<file path="config.mk">
export PLATFORM = sky130hd
export DESIGN_NAME = utf8_stream_decoder_unit
export DESIGN_NICKNAME = d
export VERILOG_FILES = /design/src/hw/rtl/u8sd_pkg.sv /design/src/hw/rtl/u8sd_front.sv /design/src/hw/rtl/u8sd_cmd_fifo.sv /design/src/hw/rtl/u8sd_back.sv /design/src/hw/rtl/utf8_stream_decoder_unit.sv
export SDC_FILE = /design/constraint.sdc
export NUM_CORES = 1
export LEC_CHECK = 0
export BUFFER_PORTS_ARGS = -buffer_cell sky130_fd_sc_hd__buf_2
export CAP_MARGIN = 5
export CELL_PAD_IN_SITES_DETAIL_PLACEMENT = 1
export CELL_PAD_IN_SITES_GLOBAL_PLACEMENT = 2
export CORE_MARGIN = 3
export CORE_UTILIZATION = 30
export DETAILED_ROUTE_END_ITERATION = 7
export GPL_TIMING_DRIVEN = 1
export PLACE_DENSITY_LB_ADDON = 0.1
export SETUP_SLACK_MARGIN = 0.15
export SLEW_MARGIN = 20
export SYNTH_ARGS = -nofsm -noshare
export SYNTH_HDL_FRONTEND = slang
export SYNTH_SLANG_ARGS = --single-unit
</file>
<file path="constraint.sdc">
create_clock -name clk -period 5.5 [get_ports clk]
set_input_delay 0.275 -clock clk [delete_from_list [all_inputs] [get_ports clk]]
set_output_delay 0.275 -clock clk [all_outputs]
set_load 0.01 [all_outputs]
</file>
<file path="src/hw/rtl/u8sd_pkg.sv">
`timescale 1ns / 1ps
// ----------------------------------------------------------------------------
// u8sd_pkg: shared types and constants for the UTF-8 stream decoder
// Command word passed from the byte classifier to the result sequencer.
// ----------------------------------------------------------------------------
package u8sd_pkg;

  localparam int BYTE_W = 8;
  localparam int CP_W   = 21;
  localparam int REP_W  = 3;   // up to four replacement results per byte

  localparam logic [CP_W-1:0] REPL_CHAR = 21'h00FFFD;

  // One command per byte that yields results: rep replacement characters,
  // then optionally one decoded value.
  typedef struct packed {
    logic [REP_W-1:0] rep;
    logic             has_value;
    logic [CP_W-1:0]  value;
    logic             last;
  } cmd_t;

  // Queue head as seen by the back end
  typedef struct packed {
    logic valid;
    cmd_t cmd;
  } head_t;

endpackage

</file>
<file path="src/hw/rtl/u8sd_front.sv">
`timescale 1ns / 1ps
// ----------------------------------------------------------------------------
// u8sd_front: byte classifier
// Tracks the pending sequence and turns each byte that yields results into one command word.
// ----------------------------------------------------------------------------
module u8sd_front (
  input  logic                          clk,
  input  logic                          rst,
  input  logic                          byte_valid,
  output logic                          byte_ready,
  input  logic [u8sd_pkg::BYTE_W-1:0]   in_byte,
  input  logic                          last_byte,
  input  logic                          q_full,
  output logic                          push,
  output u8sd_pkg::cmd_t                push_cmd
);
  import u8sd_pkg::*;

  logic [1:0]       bytes_expected, bytes_expected_next;
  logic [1:0]       bytes_held, bytes_held_next;
  logic [CP_W-1:0]  partial_value, partial_value_next;
  logic [REP_W-1:0] rep;
  logic             has_value;
  logic [CP_W-1:0]  value;
  logic             accept;

  assign byte_ready = !q_full;
  assign accept     = byte_valid && byte_ready;

  always_comb begin
    bytes_expected_next = bytes_expected;
    bytes_held_next     = bytes_held;
    partial_value_next  = partial_value;
    rep                 = '0;
    has_value           = 1'b0;
    value               = '0;
    if (bytes_expected != 2'd0 && in_byte[7:6] == 2'b10) begin
      partial_value_next  = {partial_value[CP_W-7:0], in_byte[5:0]};
      bytes_expected_next = bytes_expected - 2'd1;
      bytes_held_next     = bytes_held + 2'd1;
      if (bytes_expected_next == 2'd0) begin
        has_value          = 1'b1;
        value              = partial_value_next;
        bytes_held_next    = 2'd0;
        partial_value_next = '0;
      end
    end else begin
      // drop any pending sequence, then treat the byte as a lead
      rep                 = (bytes_expected != 2'd0) ? {1'b0, bytes_held} : '0;
      bytes_expected_next = 2'd0;
      bytes_held_next     = 2'd0;
      partial_value_next  = '0;
      unique casez (in_byte)
        8'b0???????: begin
          has_value = 1'b1;
          value     = {{(CP_W-BYTE_W){1'b0}}, in_byte};
        end
        8'b110?????: begin
          partial_value_next  = {{(CP_W-5){1'b0}}, in_byte[4:0]};
          bytes_expected_next = 2'd1;
          bytes_held_next     = 2'd1;
        end
        8'b1110????: begin
          partial_value_next  = {{(CP_W-4){1'b0}}, in_byte[3:0]};
          bytes_expected_next = 2'd2;
          bytes_held_next     = 2'd1;
        end
        8'b11110???: begin
          partial_value_next  = {{(CP_W-3){1'b0}}, in_byte[2:0]};
          bytes_expected_next = 2'd3;
          bytes_held_next     = 2'd1;
        end
        default: rep = rep + 3'd1;
      endcase
    end
    // end of string: cut sequence turns into replacements
    if (last_byte) begin
      if (bytes_expected_next != 2'd0) rep = rep + {1'b0, bytes_held_next};
      bytes_expected_next = 2'd0;
      bytes_held_next     = 2'd0;
      partial_value_next  = '0;
    end
  end

  assign push               = accept && (rep != '0 || has_value);
  assign push_cmd.rep       = rep;
  assign push_cmd.has_value = has_value;
  assign push_cmd.value     = value;
  assign push_cmd.last      = last_byte;

  always_ff @(posedge clk) begin
    if (rst) begin
      bytes_expected <= 2'd0;
      bytes_held     <= 2'd0;
      partial_value  <= '0;
    end else if (accept) begin
      bytes_expected <= bytes_expected_next;
      bytes_held     <= bytes_held_next;
      partial_value  <= partial_value_next;
    end
  end

  a_idle_clean: assert property (@(posedge clk) disable iff (rst)
    bytes_expected == 2'd0 |-> bytes_held == 2'd0 && partial_value == '0)
    else $error("idle decoder holds stale sequence state");

  a_seq_len: assert property (@(posedge clk) disable iff (rst)
    bytes_expected != 2'd0 |->
      bytes_held != 2'd0 && ({1'b0, bytes_held} + {1'b0, bytes_expected}) <= 3'd4)
    else $error("pending sequence length out of range");

endmodule

</file>
<file path="src/hw/rtl/u8sd_cmd_fifo.sv">
`timescale 1ns / 1ps
// ----------------------------------------------------------------------------
// u8sd_cmd_fifo: command queue
// Small flop-based queue between the classifier and the result sequencer.
// ----------------------------------------------------------------------------
module u8sd_cmd_fifo #(
  parameter int DEPTH = 4
) (
  input  logic              clk,
  input  logic              rst,
  input  logic              push,
  input  u8sd_pkg::cmd_t    push_cmd,
  output logic              full,
  input  logic              pop,
  output u8sd_pkg::head_t   head
);
  import u8sd_pkg::*;

  localparam int PW = (DEPTH > 1) ? $clog2(DEPTH) : 1;
  localparam int CW = $clog2(DEPTH + 1);

  cmd_t          mem [DEPTH];
  logic [PW-1:0] wr_ptr;
  logic [PW-1:0] rd_ptr;
  logic [CW-1:0] count;

  assign full       = (count == CW'(DEPTH));
  assign head.valid = (count != '0);
  assign head.cmd   = mem[rd_ptr];

  always_ff @(posedge clk) begin
    if (push) mem[wr_ptr] <= push_cmd;
  end

  // pointers wrap at the last entry, so any depth works
  always_ff @(posedge clk) begin
    if (rst) begin
      wr_ptr <= '0;
      rd_ptr <= '0;
      count  <= '0;
    end else begin
      if (push) wr_ptr <= (wr_ptr == PW'(DEPTH - 1)) ? '0 : wr_ptr + PW'(1);
      if (pop)  rd_ptr <= (rd_ptr == PW'(DEPTH - 1)) ? '0 : rd_ptr + PW'(1);
      unique case ({push, pop})
        2'b10:   count <= count + CW'(1);
        2'b01:   count <= count - CW'(1);
        default: count <= count;
      endcase
    end
  end

  a_no_overflow: assert property (@(posedge clk) disable iff (rst)
    push |-> !full || pop)
    else $error("command queue overflow");

endmodule

</file>
<file path="src/hw/rtl/u8sd_back.sv">
`timescale 1ns / 1ps
// ----------------------------------------------------------------------------
// u8sd_back: result sequencer
// Expands each command into its results, one transfer per cycle while result_ready is high.
// ----------------------------------------------------------------------------
module u8sd_back (
  input  logic                        clk,
  input  logic                        rst,
  input  u8sd_pkg::head_t             head,
  output logic                        pop,
  output logic                        result_valid,
  input  logic                        result_ready,
  output logic [u8sd_pkg::CP_W-1:0]   code_point,
  output logic                        is_replacement,
  output logic                        run_last,
  output logic                        string_done
);
  import u8sd_pkg::*;

  logic  act_valid;
  cmd_t  act;
  cmd_t  src;
  logic  src_valid;
  logic  issue;
  logic  res_final;
  cmd_t  act_next;

  // a command in progress takes precedence over the queue head
  assign src       = act_valid ? act : head.cmd;
  assign src_valid = act_valid || head.valid;
  assign issue     = src_valid && (!result_valid || result_ready);
  assign res_final = (src.rep == '0) || (src.rep == REP_W'(1) && !src.has_value);
  assign pop       = issue && !act_valid;

  always_comb begin
    act_next     = src;
    act_next.rep = src.rep - REP_W'(1);
  end

  always_ff @(posedge clk) begin
    if (rst) begin
      act_valid    <= 1'b0;
      result_valid <= 1'b0;
    end else begin
      if (issue) act_valid <= !res_final;
      if (issue) result_valid <= 1'b1;
      else if (result_ready) result_valid <= 1'b0;
    end
  end

  always_ff @(posedge clk) begin
    if (issue) begin
      act            <= act_next;
      code_point     <= (src.rep != '0) ? REPL_CHAR : src.value;
      is_replacement <= (src.rep != '0);
      run_last       <= res_final;
      string_done    <= res_final && src.last;
    end
  end

  a_act_nonempty: assert property (@(posedge clk) disable iff (rst)
    act_valid |-> act.rep != '0 || act.has_value)
    else $error("sequencer holds an empty command");

  a_split_cmd: assert property (@(posedge clk) disable iff (rst)
    issue && !act_valid && !res_final |=> act_valid)
    else $error("multi-result command lost after first result");

endmodule

</file>
<file path="src/hw/rtl/utf8_stream_decoder_unit.sv">
`timescale 1ns / 1ps
// ----------------------------------------------------------------------------
// utf8_stream_decoder_unit: UTF-8 byte stream to code point decoder
// Classifier front end, command queue, and result sequencer back end.
// ----------------------------------------------------------------------------
//  channel | handshake                   | payload
//  --------+-----------------------------+-------------------------------------
//  bytes   | byte_valid / byte_ready     | in_byte, last_byte
//  results | result_valid / result_ready | code_point, is_replacement,
//          |                             | run_last, string_done
//
//  One byte accepted per cycle while the queue has room; a byte that yields
//  k results (at most four) holds the sequencer until all k have issued.
//  Results leave from an output register, one transfer per cycle while result_ready is high.
//  A stalled result side fills the FIFO_DEPTH-entry queue, then byte_ready drops.
//  Synchronous reset clears the sequence state, the queue and result_valid.
// ----------------------------------------------------------------------------
module utf8_stream_decoder_unit #(
  parameter int FIFO_DEPTH = 4
) (
  input  logic                        clk,
  input  logic                        rst,
  input  logic                        byte_valid,
  output logic                        byte_ready,
  input  logic [u8sd_pkg::BYTE_W-1:0] in_byte,
  input  logic                        last_byte,
  output logic                        result_valid,
  input  logic                        result_ready,
  output logic [u8sd_pkg::CP_W-1:0]   code_point,
  output logic                        is_replacement,
  output logic                        run_last,
  output logic                        string_done
);
  import u8sd_pkg::*;

  logic  q_full;
  logic  push;
  cmd_t  push_cmd;
  logic  pop;
  head_t head;

  u8sd_front u_front (
    .clk        (clk),
    .rst        (rst),
    .byte_valid (byte_valid),
    .byte_ready (byte_ready),
    .in_byte    (in_byte),
    .last_byte  (last_byte),
    .q_full     (q_full),
    .push       (push),
    .push_cmd   (push_cmd)
  );

  u8sd_cmd_fifo #(
    .DEPTH (FIFO_DEPTH)
  ) u_fifo (
    .clk      (clk),
    .rst      (rst),
    .push     (push),
    .push_cmd (push_cmd),
    .full     (q_full),
    .pop      (pop),
    .head     (head)
  );

  u8sd_back u_back (
    .clk            (clk),
    .rst            (rst),
    .head           (head),
    .pop            (pop),
    .result_valid   (result_valid),
    .result_ready   (result_ready),
    .code_point     (code_point),
    .is_replacement (is_replacement),
    .run_last       (run_last),
    .string_done    (string_done)
  );

endmodule

</file>
=== Word level (Yosys, flattened, before mapping) ===
Memory sizes are Yosys's and may differ from the RTL's. A register that Yosys moved wholly into a read port is not among the register bits.
Index checks and enable logic that the tools add are counted.

* Register bits after elaboration: 78
* Latch bits: 0
* Bits in writable memories: 104
* ROM bits: 0
* Bits of input ports: 13
* Output and inout bits: 26
* Word-level logic and storage cells: 96
* Memories kept: 1

{| class="wikitable"
|+ Memories
! name !! words !! bits a word !! read ports !! clocked after memory_dff !! wr ports !! RTL line !! RTL
|-
| u_fifo.mem || 4 || 26 || 1 || 1 || 1 || u8sd_cmd_fifo.sv:22 || <nowiki>cmd_t mem [DEPTH];</nowiki>
|}

* $add $sub $neg: 9
* Multipliers: 0
* Divide/modulo/power cells: 0
* Magnitude comparators: 0
* Equality and inequality tests: 10
* Shift-type cells: 0
* Multiplexer cells: 32
* Bitwise logic cells: 1
* Reduce and logical (&&, ||, !) cells: 27

{| class="wikitable"
|+ Operator list
! cell !! number
|-
| 15-bit 2-to-1 mux || 3
|-
| 21-bit 2-to-1 mux || 2
|-
| 26-bit 2-to-1 mux || 1
|-
| 2-bit 2-to-1 mux || 10
|-
| 5-bit one-hot mux with 3 select lines || 1
|-
| 3-bit 2-to-1 mux || 4
|-
| 3-bit nonzero test || 3
|-
| 2-bit == test (second input constant) || 4
|-
| 1-bit 2-to-1 mux || 8
|-
| 2-bit nonzero test || 4
|-
| 1-bit logical AND || 7
|-
| 7-bit 2-to-1 mux || 1
|-
| 2-bit by 1-bit adder with 2-bit output (second input constant) || 3
|-
| 3-bit by 1-bit adder with 3-bit output (second input constant) || 2
|-
| 3-bit == test (second input constant) || 2
|-
| 2-bit one-hot mux with 3 select lines || 1
|-
| 3-bit one-hot mux with 2 select lines || 1
|-
| 3-bit by 1-bit subtractor with 3-bit output (second input constant) || 2
|-
| 5-bit == test (second input constant) || 1
|-
| 1-bit zero test || 5
|-
| 4-bit == test (second input constant) || 1
|-
| 1-bit logical OR || 4
|-
| 4-bit OR reduction || 1
|-
| 3-bit by 2-bit adder with 3-bit output || 1
|-
| 7 further kinds || 7
|}

=== Depth between registers and ports, before layout ===
* Word-level depth: 13
* Gate-level depth with buffers: 19
* Depth with buffers taken out: 19

=== By module ===
A second synthesis with hierarchy kept.

* Cells, all modules: 455
* Area total of the unflattened synthesis: 7,638.6 um^2

{| class="wikitable"
|+ Modules (own cells, without submodules)
! module !! instances !! cells an instance !! area each (um^2)
|-
| u8sd_cmd_fifo || 1 || 180 || 4,237.8
|-
| u8sd_back || 1 || 126 || 2,180.8
|-
| u8sd_front || 1 || 149 || 1,219.9
|}

=== Worst setup path before layout ===
Ideal clock, no wire load.

* Path type: flip-flop to flip-flop
* Start: reg u_back.act_valid
* End: reg u_fifo.count[2]
* Setup time: 71 ps
* Data arrival time: 4,627 ps
* Data required time: 5,429 ps
* Path slack: 803 ps
* Stages on the path, launching flop included: 11
* Buffers on the path: 1
* Cell sequence: dfxtp_1 -> buf_2 -> nor4_1 -> nor2b_1 -> nor2b_1 -> ha_1 -> inv_1 -> fa_1 -> xor2_1 -> or3_1 -> a21oi_1

* Longest elaborated chain between the ends: 5
* Elaborated cells between the ends (all ways): 8

{| class="wikitable"
|+ RTL lines
! what !! RTL line !! RTL
|-
| from (decl) || u8sd_back.sv:20 || <nowiki>logic act_valid;</nowiki>
|-
| from (signal assigned) || u8sd_back.sv:45 || <nowiki>if (issue) act_valid <= !res_final;</nowiki>
|-
| 1-bit logical OR * || u8sd_back.sv:30 || <nowiki>assign src_valid = act_valid || head.valid;</nowiki>
|-
| 1-bit logical AND * || u8sd_back.sv:31 || <nowiki>assign issue = src_valid && (!result_valid || result_ready);</nowiki>
|-
| net u_back.issue || u8sd_back.sv:24 || <nowiki>logic issue;</nowiki>
|-
| 1-bit logical AND * || u8sd_back.sv:33 || <nowiki>assign pop = issue && !act_valid;</nowiki>
|-
| net pop || utf8_stream_decoder_unit.sv:39 || <nowiki>logic pop;</nowiki>
|-
| 2-bit by 1-bit == test with 1-bit output / 2-bit == test (equally long branches) || u8sd_cmd_fifo.sv:44 || <nowiki>unique case ({push, pop})</nowiki>
|-
| 3-bit one-hot mux with 2 select lines / 2-bit nonzero test (equally long branches) || - ||
|-
| to (signal assigned) || u8sd_cmd_fifo.sv:45 || <nowiki>2'b10: count <= count + CW'(1);</nowiki>
|-
| to (signal assigned) || u8sd_cmd_fifo.sv:46 || <nowiki>2'b01: count <= count - CW'(1);</nowiki>
|-
| to (signal assigned) || u8sd_cmd_fifo.sv:47 || <nowiki>default: count <= count;</nowiki>
|-
| to (decl) || u8sd_cmd_fifo.sv:25 || <nowiki>logic [CW-1:0] count;</nowiki>
|}

The timed path passes the listed nets; every way through them passes the cells marked *.
A chain may end at the register's enable or synchronous reset.

=== Final worst setup path ===
* Start: reg u_front.bytes_expected[0]
* End: reg u_fifo.count[2]

* Longest elaborated chain between the ends: 13
* Elaborated cells between the ends (all ways): 24

{| class="wikitable"
|+ RTL lines
! what !! RTL line !! RTL
|-
| from (decl) || u8sd_front.sv:19 || <nowiki>logic [1:0] bytes_expected, bytes_expected_next;</nowiki>
|-
| from (signal assigned) || u8sd_front.sv:97 || <nowiki>bytes_expected <= bytes_expected_next;</nowiki>
|-
| 2-bit nonzero test || u8sd_front.sv:37, u8sd_front.sv:49 ||
|-
| 2-bit 2-to-1 mux || u8sd_front.sv:49 || <nowiki>rep = (bytes_expected != 2'd0) ? {1'b0, bytes_held} : '0;</nowiki>
|-
| 3-bit by 1-bit adder with 3-bit output || u8sd_front.sv:73 || <nowiki>default: rep = rep + 3'd1;</nowiki>
|-
| 3-bit 2-to-1 mux || u8sd_front.sv:53 || <nowiki>unique casez (in_byte)</nowiki>
|-
| 3-bit 2-to-1 mux || u8sd_front.sv:37 || <nowiki>if (bytes_expected != 2'd0 && in_byte[7:6] == 2'b10) begin</nowiki>
|-
| 3-bit by 2-bit adder with 3-bit output || u8sd_front.sv:78 || <nowiki>if (bytes_expected_next != 2'd0) rep = rep + {1'b0, bytes_held_next};</nowiki>
|-
| 3-bit 2-to-1 mux || u8sd_front.sv:78 ||
|-
| 3-bit 2-to-1 mux || u8sd_front.sv:77 || <nowiki>if (last_byte) begin</nowiki>
|-
| 3-bit nonzero test || u8sd_front.sv:85 || <nowiki>assign push = accept && (rep != '0 || has_value);</nowiki>
|-
| 1-bit logical OR * || u8sd_front.sv:85 ||
|-
| 1-bit logical AND * || u8sd_front.sv:85 ||
|-
| 2-bit by 1-bit == test with 1-bit output / 2-bit == test (equally long branches) || u8sd_cmd_fifo.sv:44 ||
|-
| 3-bit one-hot mux with 2 select lines / 2-bit nonzero test (equally long branches) || - ||
|}

Mark *: on every way between the ends. The rest lies on a longest branch, timed or not.

==> reports/results.ini <==
[global_routing]
grt_max_degree=54
grt_pass1_vias=4145
grt_pass1_wl_um=24700
grtUsageTotal_pct=12.3
overflow=0
grt_antenna_before_repair=1

[route]
drt-pass1-iter-count=4
vias=3947
dr.max_layer_used=met4
viasPerCell=4.68
dr_wl_met2_um=7220
final_antenna_net_count=0
wl_met1_um=8110
drc=0
wl_um=15800
wl_per_cell_um=18.8
drtIter0Drc=241
wl_met3_um=374

[critical_path]
max_stage_delay_ns=0.53
path_common_cell=inv_1
cpMaxStageDelayCell=or3b_1
endpoint_kind=register
rr_worst_depth=16
r2r-end=u_fifo.count[2]
reg2reg_from=u_front.bytes_expected[0]
crit_required_ns=5.85
critPathLaunchType=register
worst_ep_arrival_time_ns=4.68
cp_cell_sequence=inv_1, ha_1, or3b_1, nor3_1, fa_1, or3_1, nor3_1, a31oi_1, o21a_2, inv_1, ha_1, inv_1, fa_1, xor2_1, or3_1, a21oi_1
crit_type=reg -> reg
r2r_slack_ns=1.18
critPathMaxFanout=9

[min_path]
worstHoldEndpoint=u_front.partial_value[1]
whs_path_depth=3
hold_path.startpoint=in_byte[1]
min_path_type=in -> reg

[clocking]
clockRootBuffer=clkbuf_16
htreeDepth=4
clkSinkCount=184
cts_resized=0
cts_buffers=17
post_cts_buffers=0
cts_tree=done
cts_hold_repair.buffers=0
insertion_delay_ns=0.43
ctsLongestPathBuffers=2
clkTransAtPathRegs_ns=0.07

[sta]
fin_skew_ns=0.0139
finalHoldViolCount=0
finalSetupViolCount=0
setup_tns_ns=0
slew_headroom_pct=27.7
fmax_mhz=231
maxSlewViolCount=0
fin_crit_ns=4.32
rsz0062_at_grt=no
period_share_pct=78.6
worstMarginPinSlew_ns=1.08

[placement]
place_area_um2=8090
place_congestion=0.770
hpwl_um=10000
io_buffers=38

[pwr]
switching_power_w=0.00132
p_leak_nw=2.88
powerDensity_nw_per_um2=505
pwr-share-clk_pct=27.8
p_comb_share_pct=26.2
internal-power_w=0.00307
switching_share_pct=30.0
vdd_drop_max_mv=0.241
seqPwrFrac_pct=46.0

[yosys]
synth.area.top_cells=edfxtp_1 (61%), dfxtp_1 (8.0%), mux4_2 (6.9%)
synth_edf_count=154
synth-simple-area-share_pct=8.95
synth_ff_type=edfxtp_1
synth_cell_type_count=51
ys_seq_area_share_pct=69.3
async_flop_share_pct=0
syn_area_um2=7540
syn_nets=492
yosys.area_share.xor_xnor_pct=0.465
synth_top_family_by_area=multiplexers
syn-mean-instance-area_um2=16.2
yosysWarnings=0
synth_fa_ha_area_share_pct=2.69
ys_ff_latch=184
synthCells=464
synth_top_area_share_pct=61.4
synth_mux_area_share_pct=12.3
synth-compound-area-share_pct=4.02
yosysTopAreaCell=edfxtp_1

[final_layout]
nFillCells=2526
final_common_cell=edfxtp_1
fin_util_pct=35.4
antennaDiodeCount=0
syn_to_final_growth_pct=15.3
drive_gt1_share_pct=26.6
fin_area_um2=8690
fin_nets=534
final_cell_mix=edfxtp_1 (154), buf_2 (38), nor2_1 (32)

[floorplan]
ios=39
rows=57
dieHeight_um=164
die_area_um2=27100
core_area_um2=24500
die_w_um=164
start_util_pct=30.7

[status]
status=finished, final reports clean

[job]
drv_cap=0

## registers in the layout, indices dropped and copies added, names as in the netlist, named ones only
| register | cells |
|---|---|
| u_front.bytes_held | 2 |
| u_fifo.rd_ptr | 2 |
| u_back.result_valid | 1 |
| u_back.is_replacement | 1 |
| u_back.code_point | 21 |
| u_front.partial_value | 15 |
| u_back.act | 26 |
| u_fifo.wr_ptr | 2 |
| u_back.run_last | 1 |
| u_fifo.mem | 104 |
| u_back.string_done | 1 |
| u_fifo.count | 3 |
| u_back.act_valid | 1 |
| u_front.bytes_expected | 2 |
## final cells by class
type / count / area, µm² / area share (%)
Sequential cell: 184 / 5230 / 60.2
Multi-Input combinational cell: 241 / 2160 / 24.9
Clock buffer: 20 / 457 / 5.26
Tap cell: 324 / 405 / 4.67
Timing Repair Buffer: 42 / 220 / 2.54
Clock inverter: 12 / 138 / 1.58
Inverter: 20 / 75.1 / 0.864
## power groups by stage
stage                     clock [W]  combinational (W)  sequential, W
after floorplan                   0           0.000825        0.00205
after global placement            0            0.00117        0.00205
after detailed placement          0            0.00119        0.00206
after CTS                   0.00126            0.00120        0.00203
after global routing        0.00131            0.00129        0.00205
final                       0.00122            0.00115        0.00202
## worst max-delay path, delay by kind of cell (launching register included)
family,cells,cell delay (ns)
AND/OR/NAND/NOR,5,1.64
adder cells (fa/ha/maj),4,1.38
AO/OA/AOI/OAI,3,0.49
flip-flops,1,0.41
buffers and inverters,3,0.19
XOR/XNOR,1,0.16
## stage by stage
stage / std cells / power, W / hold slack, ns / setup WS, ns
floorplan: 464 / 0.00288 / 0.374 / 0.803
global placement: 811 / 0.00322 / 0.477 / 1.32
detailed placement: 811 / 0.00325 / 0.487 / 1.17
CTS: 843 / 0.00448 / 0.116 / 1.14
global route: 843 / 0.00465 / 0.152 / 0.812
finish: 843 / 0.00439 / 0.137 / 1.18
## cells by family (layout without fill, tap and decap cells)
| kind of cell | Yosys count | after routing |
|---|---|---|
| flops | 184 | 184 |
| simple gates | 123 | 123 |
| mux | 55 | 55 |
| compound gates | 44 | 44 |
| buf+inv | 39 | 94 |
| fa+ha+maj | 15 | 15 |
| xor+xnor | 4 | 4 |
## Yosys cell counts (3+ instances only)
cell type / count
inv_1: 19
dfxtp_1: 30
nand2b_1: 3
nand3_1: 4
nor2b_1: 5
mux2_2: 22
or2b_1: 3
mux2i_1: 6
a21oi_1: 10
nand2_1: 10
mux4_2: 23
mux4_1: 3
or2_1: 9
o21ai_0: 5
nor2_1: 32
ha_1: 13
clkbuf_1: 11
nor3_1: 7
and2_1: 25
nor3b_1: 3
or2_2: 4
edfxtp_1: 154
a22oi_1: 15
buf_2: 6
or3_1: 3
and3_1: 7
## per-layer routing
metal / up-vias / GRT usage (%)
met5: - / 0
met4: 0 / 3.89
met3: 7 / 2.58
met2: 57 / 18.5
met1: 2045 / 18.0
li1: 1838 / -
## worst max-delay path by stage
stage,start,to,slack (ns)
floorplan,u_back.act_valid,u_fifo.count[2],0.80
global placement,u_front.bytes_expected[0],u_fifo.count[2],1.32
detailed placement,u_front.bytes_expected[0],u_fifo.count[2],1.17
CTS,u_front.bytes_expected[0],u_fifo.count[2],1.14
global route,u_front.bytes_expected[0],u_fifo.count[2],0.81
finish,u_front.bytes_expected[0],u_fifo.count[2],1.18
Power figures use the tool's default switching activity.
